--- src/hdl/qpvf_pkg.sv ---
// Shared constants for the URL query parameter lookup block.
`default_nettype none

package qpvf_pkg;

   // Key register geometry: the key register holds eight name bytes
   localparam int KEY_BYTES     = 8;
   localparam int KEY_W         = 8 * KEY_BYTES;
   localparam int KEY_LEN_W     = 4;

   // Default for the longest key the block compares
   localparam int DEF_MAX_KEY_BYTES = 8;

   // Query delimiters
   localparam logic [7:0] CH_AMP = 8'h26;
   localparam logic [7:0] CH_EQ  = 8'h3D;

   // Field widths
   localparam int OFFSET_W = 16;
   localparam int LENGTH_W = 16;

   // Configuration register indexes
   localparam int CSR_INDEX_W = 1;
   localparam logic [CSR_INDEX_W-1:0] CSR_KEY_BYTES  = 1'd0;
   localparam logic [CSR_INDEX_W-1:0] CSR_KEY_LENGTH = 1'd1;

endpackage : qpvf_pkg

`default_nettype wire

--- src/hdl/query_parameter_value_finder_unit.sv ---
// Top level of the URL query parameter lookup block.
//
// Usage:
//   The request stream carries one query byte per transfer: tdata holds the
//   byte and the buffer offset of the query, tuser says whether the URL has a
//   query at all, and tlast marks the final query byte. The block looks for
//   the first parameter whose name equals the configured key followed by '='.
//   On the last byte (or at once for a URL without a query) one result goes
//   out on the response stream: tuser is the found flag, tdata the buffer
//   offset and length of the value, both zero when nothing was found.
//   The key name and its length are written over the csr channel while the
//   block is idle; csr_ready is always high.
// Timing:
//   A byte is first held in the input register, then the scan logic
//   updates the state and loads the response register. rsp_tvalid rises
//   once the last byte has passed the input register and the response
//   register (two register stages). One byte is accepted every cycle as
//   long as the response register is empty or drained.
// Reset and stall:
//   Reset clears the key, the scan state and both stage valids. While the
//   receiver holds rsp_tready low with a result pending, the input register
//   holds its byte and req_tready drops once that register is full.
`default_nettype none

module query_parameter_value_finder_unit
   import qpvf_pkg::*;
#(
   parameter int MAX_KEY_BYTES = DEF_MAX_KEY_BYTES
) (
   input  wire logic                   clock,
   input  wire logic                   reset,
   // request stream
   input  wire logic                   req_tvalid,
   output logic                        req_tready,
   input  wire logic [23:0]            req_tdata,   // [7:0] query_byte, [23:8] query_offset
   input  wire logic                   req_tuser,   // [0] query_present
   input  wire logic                   req_tlast,   // last_byte
   // response stream
   output logic                        rsp_tvalid,
   input  wire logic                   rsp_tready,
   output logic [31:0]                 rsp_tdata,   // [15:0] value_offset, [31:16] value_length
   output logic                        rsp_tuser,   // [0] found
   // configuration writes
   input  wire logic                   csr_valid,
   output logic                        csr_ready,
   input  wire logic [CSR_INDEX_W-1:0] csr_index,
   input  wire logic [KEY_W-1:0]       csr_wdata
);

   localparam int NPW = $clog2(MAX_KEY_BYTES + 1);

   // configuration registers
   logic [KEY_W-1:0]      key_bytes_ff;
   logic [KEY_LEN_W-1:0]  key_length_ff;

   // input register
   logic                  in_valid_ff;
   logic [7:0]            in_byte_ff;
   logic [OFFSET_W-1:0]   in_offset_ff;
   logic                  in_present_ff;
   logic                  in_last_ff;

   // scan state
   logic [15:0]           byte_pos_ff,   byte_pos_in;
   logic [NPW-1:0]        name_pos_ff,   name_pos_in;
   logic                  at_start_ff,   at_start_in;
   logic                  name_ok_ff,    name_ok_in;
   logic                  match_ff,      match_in;
   logic                  in_value_ff,   in_value_in;
   logic [OFFSET_W-1:0]   found_off_ff,  found_off_in;
   logic [LENGTH_W-1:0]   found_len_ff,  found_len_in;

   // response register
   logic                  rsp_valid_ff;
   logic                  rsp_found_ff;
   logic [OFFSET_W-1:0]   rsp_offset_ff;
   logic [LENGTH_W-1:0]   rsp_length_ff;

   logic                  advance;
   logic                  emit;
   logic                  clear;
   logic [NPW-1:0]        klen_eff;
   logic [7:0]            key_byte;
   logic [5:0]            pos_wide;

   assign csr_ready  = 1'b1;
   assign advance    = in_valid_ff && (!rsp_valid_ff || rsp_tready);
   assign req_tready = !in_valid_ff || advance;

   // configuration writes
   always_ff @(posedge clock) begin
      if (reset) begin
         key_bytes_ff  <= '0;
         key_length_ff <= '0;
      end else if (csr_valid && csr_ready) begin
         case (csr_index)
            CSR_KEY_BYTES:  key_bytes_ff  <= csr_wdata;
            CSR_KEY_LENGTH: key_length_ff <= csr_wdata[KEY_LEN_W-1:0];
            default: ;
         endcase
      end
   end

   // input register
   always_ff @(posedge clock) begin
      if (reset) begin
         in_valid_ff <= 1'b0;
      end else if (req_tready) begin
         in_valid_ff <= req_tvalid;
      end
   end

   always_ff @(posedge clock) begin
      if (req_tvalid && req_tready) begin
         in_byte_ff    <= req_tdata[7:0];
         in_offset_ff  <= req_tdata[23:8];
         in_present_ff <= req_tuser;
         in_last_ff    <= req_tlast;
      end
   end

   // key length clamped to the compare depth
   always_comb begin
      if (32'(key_length_ff) > MAX_KEY_BYTES) begin
         klen_eff = NPW'(MAX_KEY_BYTES);
      end else begin
         klen_eff = NPW'(key_length_ff);
      end
   end

   // key byte at the current name position, zero past the key register
   assign pos_wide = 6'(name_pos_ff);
   always_comb begin
      key_byte = '0;
      for (int i = 0; i < KEY_BYTES; i++) begin
         if (pos_wide == 6'(i)) begin
            key_byte = key_bytes_ff[8*i +: 8];
         end
      end
   end

   // scan step on the registered byte
   always_comb begin
      byte_pos_in  = byte_pos_ff + 16'd1;
      name_pos_in  = name_pos_ff;
      at_start_in  = at_start_ff;
      name_ok_in   = name_ok_ff;
      match_in     = match_ff;
      in_value_in  = in_value_ff;
      found_off_in = found_off_ff;
      found_len_in = found_len_ff;
      emit         = 1'b0;
      clear        = 1'b0;

      if (!in_present_ff) begin
         emit  = 1'b1;
         clear = 1'b1;
      end else begin
         if (match_ff) begin
            if (in_value_ff) begin
               if (in_byte_ff == CH_AMP) begin
                  in_value_in = 1'b0;
               end else if (found_len_ff != '1) begin
                  found_len_in = found_len_ff + 16'd1;
               end
            end
         end else if (in_byte_ff == CH_AMP) begin
            at_start_in = 1'b1;
         end else begin
            // a new parameter restarts the name compare at this byte
            if (at_start_ff || name_ok_ff) begin
               at_start_in = 1'b0;
               if (at_start_ff || name_pos_ff < klen_eff) begin
                  if ((at_start_ff ? (klen_eff != '0) : 1'b1)) begin
                     if (in_byte_ff == (at_start_ff ? key_bytes_ff[7:0] : key_byte)) begin
                        name_pos_in = at_start_ff ? NPW'(1) : name_pos_ff + NPW'(1);
                        name_ok_in  = 1'b1;
                     end else begin
                        name_pos_in = at_start_ff ? '0 : name_pos_ff;
                        name_ok_in  = 1'b0;
                     end
                  end else if (in_byte_ff == CH_EQ) begin
                     // empty key: a parameter that opens with '=' matches
                     name_pos_in  = '0;
                     name_ok_in   = 1'b1;
                     match_in     = 1'b1;
                     in_value_in  = 1'b1;
                     found_off_in = in_offset_ff + byte_pos_ff + 16'd1;
                     found_len_in = '0;
                  end else begin
                     name_pos_in = '0;
                     name_ok_in  = 1'b0;
                  end
               end else if (in_byte_ff == CH_EQ) begin
                  match_in     = 1'b1;
                  in_value_in  = 1'b1;
                  found_off_in = in_offset_ff + byte_pos_ff + 16'd1;
                  found_len_in = '0;
               end else begin
                  name_ok_in = 1'b0;
               end
            end
         end
         if (in_last_ff) begin
            emit  = 1'b1;
            clear = 1'b1;
         end
      end
   end

   // scan state registers
   always_ff @(posedge clock) begin
      if (reset || (advance && clear)) begin
         byte_pos_ff  <= '0;
         name_pos_ff  <= '0;
         at_start_ff  <= 1'b1;
         name_ok_ff   <= 1'b0;
         match_ff     <= 1'b0;
         in_value_ff  <= 1'b0;
         found_off_ff <= '0;
         found_len_ff <= '0;
      end else if (advance) begin
         byte_pos_ff  <= byte_pos_in;
         name_pos_ff  <= name_pos_in;
         at_start_ff  <= at_start_in;
         name_ok_ff   <= name_ok_in;
         match_ff     <= match_in;
         in_value_ff  <= in_value_in;
         found_off_ff <= found_off_in;
         found_len_ff <= found_len_in;
      end
   end

   // response register
   always_ff @(posedge clock) begin
      if (reset) begin
         rsp_valid_ff <= 1'b0;
      end else if (advance && emit) begin
         rsp_valid_ff <= 1'b1;
      end else if (rsp_tready) begin
         rsp_valid_ff <= 1'b0;
      end
   end

   always_ff @(posedge clock) begin
      if (advance && emit) begin
         rsp_found_ff  <= in_present_ff && match_in;
         rsp_offset_ff <= (in_present_ff && match_in) ? found_off_in : '0;
         rsp_length_ff <= (in_present_ff && match_in) ? found_len_in : '0;
      end
   end

   assign rsp_tvalid = rsp_valid_ff;
   assign rsp_tuser  = rsp_found_ff;
   assign rsp_tdata  = {rsp_length_ff, rsp_offset_ff};

   // a not-found result carries zero offset and length
   a_notfound_zero: assert property (@(posedge clock) disable iff (reset)
      (rsp_valid_ff && !rsp_found_ff) |-> (rsp_offset_ff == '0 && rsp_length_ff == '0))
      else $error("not-found result with nonzero fields");

   // value length only grows once a match is recorded
   a_len_needs_match: assert property (@(posedge clock) disable iff (reset)
      (!match_ff) |-> (found_len_ff == '0 && !in_value_ff))
      else $error("value length without a match");

   // name position never passes the clamped key length
   a_name_pos_bound: assert property (@(posedge clock) disable iff (reset)
      (!at_start_ff && name_ok_ff) |-> (name_pos_ff <= klen_eff))
      else $error("name position past key length");

   // input stage only refuses a byte while holding one for a full response stage
   a_stall_cause: assert property (@(posedge clock) disable iff (reset)
      (!req_tready) |-> (in_valid_ff && rsp_valid_ff && !rsp_tready))
      else $error("input stalled without a pending response");

endmodule : query_parameter_value_finder_unit

`default_nettype wire

--- config.mk ---
export PLATFORM = sky130hd
export DESIGN_NAME = query_parameter_value_finder_unit
export DESIGN_NICKNAME = d
export VERILOG_FILES = /design/src/hdl/qpvf_pkg.sv /design/src/hdl/query_parameter_value_finder_unit.sv
export SDC_FILE = /design/constraint.sdc
export NUM_CORES = 1
export LEC_CHECK = 0
export ABC_AREA = 1
export ABC_CLOCK_PERIOD_IN_PS = 5350
export BUFFER_PORTS_ARGS = -buffer_cell sky130_fd_sc_hd__clkbuf_2
export CAP_MARGIN = 20
export CORE_UTILIZATION = 25
export CTS_CLUSTER_SIZE = 25
export DETAILED_ROUTE_END_ITERATION = 7
export SLEW_MARGIN = 20
export SYNTH_ARGS = -nofsm -noshare
export SYNTH_HDL_FRONTEND = slang
export SYNTH_SLANG_ARGS = --single-unit
--- constraint.sdc ---
create_clock -name clock -period 5.35 [get_ports clock]
set_input_delay 0.8025 -clock clock [delete_from_list [all_inputs] [get_ports clock]]
set_output_delay 0.8025 -clock clock [all_outputs]
set_load 0.05 [all_outputs]
==> results by group <==
Status
  • Status: completed

Floorplan
  • Die width: 195 µm
  • Die Height: 195 µm
  • # IOs: 132
  • Starting Density: 25.4%
  • # rows: 70
  • Core footprint: 36600 µm²
  • Die area: 37900 µm²

Global route
  • Number of global-route vias before repair: between 7k and 8k
  • Initial antenna violation count: 0
  • Global-route wire length before repair: 39.4 mm
  • GR Overflow Total: 0
  • Largest net degree at the start of global routing: 88
  • Total track usage: 13.0%

STA
  • Tcrit/Tclk final: 59.9%
  • Rel. slew slack: 38.6%
  • Final setup margin: roughly 2.1 ns
  • Setup Total Neg Slack: 0 ns
  • RSZ-0062 raised after global routing: no
  • Final Setup Violations: 0
  • Worst Max-Slew Pin Slew: 0.920 ns
  • Clk_skew: 0.0125 ns
  • Fin. Hold Viols: 0
  • Fin Hold WS: 0.452 ns
  • Fin. max-slew vios: 0
  • Fin crit period: between 3 and 4 ns
  • Max Fclk: 312 MHz

Route
  • Drt drc: 0
  • DRT antenna net count: 0
  • Met1 WL: 11.8 mm
  • Highest metal used: met4
  • WL met3: 974 µm
  • Initial DRC count: 576
  • Vias/cell: 4.52
  • Total number of vias: 8243
  • Drt first pass iters: 4
  • Met2 wire len: 11.1 mm
  • DRT Wirelength: 24.3 mm
  • WL per Instance: 13.3 µm

Finish
  • Area growth, synth to finish: 18.1%
  • Fill count: 3965
  • Reg area: between 4000 and 5000 µm²
  • Footprint of the multi-input gates: 4190 µm²
  • Layout Nets: 1465
  • Share of layout cells above drive strength 1: 13.6%
  • Antenna Cells: 0

Pwr
  • Clk network pwr share: a little over 40%
  • Sw Ratio: 26.2%
  • Total power: 3.28 mW
  • P_leak: 4.67 nW
  • Power Density: approximately 300 nW/µm²
  • Max VDD drop: 0.000230 V
  • Sequential group share of total power: ~48%
  • Cell Int Power: 2.42 mW
  • Switching pwr: between 0.8 and 0.9 mW
  • Combinational share of power: a little over a tenth

Setup path
  • Reg2reg path depth: 6
  • Critical Path Start Type: flip-flop
  • WP data arrival: 3.59 ns
  • Required time of the critical path: 5.73 ns
  • CP Max Fanout: 35
  • FF-to-FF setup slack: 2.14 ns
  • Setup CP Type: flip-flop to flip-flop
  • Nature of the critical path endpoint: flip-flop

Clocking
  • Worst-Skew Late Latency: 0.45 ns
  • CTS Sinks: around 190
  • CTS clk-pin slew, worst paths: about 0.070 ns
  • CTS resizes: 0
  • Root buffer cell: clkbuf_16
  • Hold_buf cts: 0
  • Post-CTS Setup Inserts: 0
  • CTS Buf Count: 17
  • H-tree level count: 4
  • CTS tree: built
  • CTS max path bufs: 2

Logic synthesis
  • Seq/Total Area, Yosys: 46.2%
  • Net Count, Synth: between 1k and 1.5k
  • Syn Area/Cell: 7.49 µm²
  • Cell Area, Synth: 9290 µm²
  • Synth warn: 0
  • Number of synthesized flops with an enable pin: 59
  • Yosys cell types: 48
  • Post-synthesis register bit count: 185
  • Async set or reset register ratio after synthesis: 0%
  • Mapped Cells: 1240
  • Most common flop cell mapped by yosys: dfxtp_1

Min path
  • Worst Hold Depth: 2
  • Hold WC Path Type: flip-flop to flip-flop

Placed design
  • Hpwl dp: 17.9 mm
  • RD Place Congestion: 0.849
  • Setup WS pre-CTS: 1.67 ns
  • IO buf count: 130

Job
  • Max Cap Viol: 0
worst max-delay path, cell delays in order, from the launching register on:
cell	delay (ns)
edfxtp_1	0.62
clkinv_1	0.43
o21ai_0	0.41
nand2_1	0.57
inv_2	0.71
o21ai_0	0.21
a21oi_1	0.15
logic make-up after synthesis:
| kind of cell | share of synthesized area (%) |
|---|---|
| compound gates | 15.0 |
| simple gates | 24.6 |
| mux | 0.108 |
| other cells | 0.0404 |
| xor+xnor | 1.89 |
| flops | 46.2 |
| buf+inv | 8.62 |
| fa+ha+maj | 3.45 |
power groups by stage:
| stage | Sequential (mW) | Clock (mW) | Combinational [mW] |
|---|---|---|---|
| after floorplan | 1.62 | 0 | 0.210 |
| after global placement | 1.59 | 0 | 0.352 |
| after detailed placement | 1.59 | 0 | 0.357 |
| after CTS | 1.56 | 1.39 | 0.359 |
| after global routing | 1.57 | 1.44 | 0.405 |
| final | 1.56 | 1.36 | 0.358 |
cell usage in the layout, fill, tap and decap left out, drive strengths merged, types with 2 or more instances in the layout:
cell     netlist  layout
a211oi         3       3
a21o           4       4
a21oi         86      86
a221oi         2       2
a31oi          3       3
buf           17       5
bufinv         0       4
clkbuf        33     148
clkinv         4      11
dfxtp        126     126
edfxtp        59      59
ha            24      24
inv          146     148
nand2        235     235
nand3         81      81
nand4         12      12
nor2         202     202
nor3          12      12
nor4           4       4
o2111ai        4       4
o211ai        12      12
o21ai        135     135
o31ai          4       4
xnor2          8       8
xor2          12      12
registers in the layout, summed over array words and instances (netlist names), 8 cells and up:
name           count
key_bytes_ff      64
byte_pos_ff       16
found_len_ff      16
found_off_ff      16
in_offset_ff      16
rsp_length_ff     16
rsp_offset_ff     16
in_byte_ff         8
final cells by class:
class                           count  share of cell area [%]
Clock buffer                       18                    3.91
Clock inverter                     14                    1.78
Inverter                          150                    5.15
Multi-Input combinational cell    855                    38.2
Sequential cell                   185                    39.1
Tap cell                          468                    5.34
Timing Repair Buffer              135                    6.45
through the flow:
| stage | instances | utilization (%) | cell area, µm² |
|---|---|---|---|
| 2_1_floorplan | 1240 | - | 9290 |
| 3_3_place_gp | 1792 | 28.2 | 10300 |
| 3_5_place_dp | 1792 | 28.2 | 10300 |
| 4_1_cts | 1824 | 29.9 | 10900 |
| 5_1_grt | 1825 | 30.0 | 11000 |
| 6_report | 1825 | 30.0 | 11000 |
per-layer routing:
layer  vias up  global-route usage (%)
li1       4274                       -
met1      3780                    17.3
met2       165                    21.1
met3        24                    2.33
met4         0                    4.93
met5         -                       0
path summary, 6_finish.rpt:
| kind | to | start |
|---|---|---|
| hold / removal | key_bytes_ff[43]$_SDFFE_PP0P_ | key_bytes_ff[43]$_SDFFE_PP0P_ |
| setup reg to reg | found_len_ff[1]$_SDFFE_PP0P_ | in_present_ff$_DFFE_PP_ |
| hold reg to reg | key_bytes_ff[43]$_SDFFE_PP0P_ | key_bytes_ff[43]$_SDFFE_PP0P_ |
| setup / recovery | found_len_ff[1]$_SDFFE_PP0P_ | in_present_ff$_DFFE_PP_ |
cell usage after synthesis (all sizes together), types with 2 or more instances:
master	count	share of area, %
xnor2	8	0.75
buf	17	1.2
edfxtp	59	19
o31ai	4	0.32
dfxtp	126	27
o211ai	12	0.97
o21ai	135	7.3
nor4	4	0.34
nor3	12	0.65
a211oi	3	0.24
nand3	81	4.4
a221oi	2	0.19
a31oi	3	0.20
ha	24	3.2
nor2	202	8.5
xor2	12	1.1
clkinv	4	0.16
nand2	235	9.7
o2111ai	4	0.38
inv	146	5.9
a21o	4	0.32
nand4	12	0.81
clkbuf	33	1.3
a21oi	86	4.6
No activity file was read; power rests on OpenSTA's default activity.
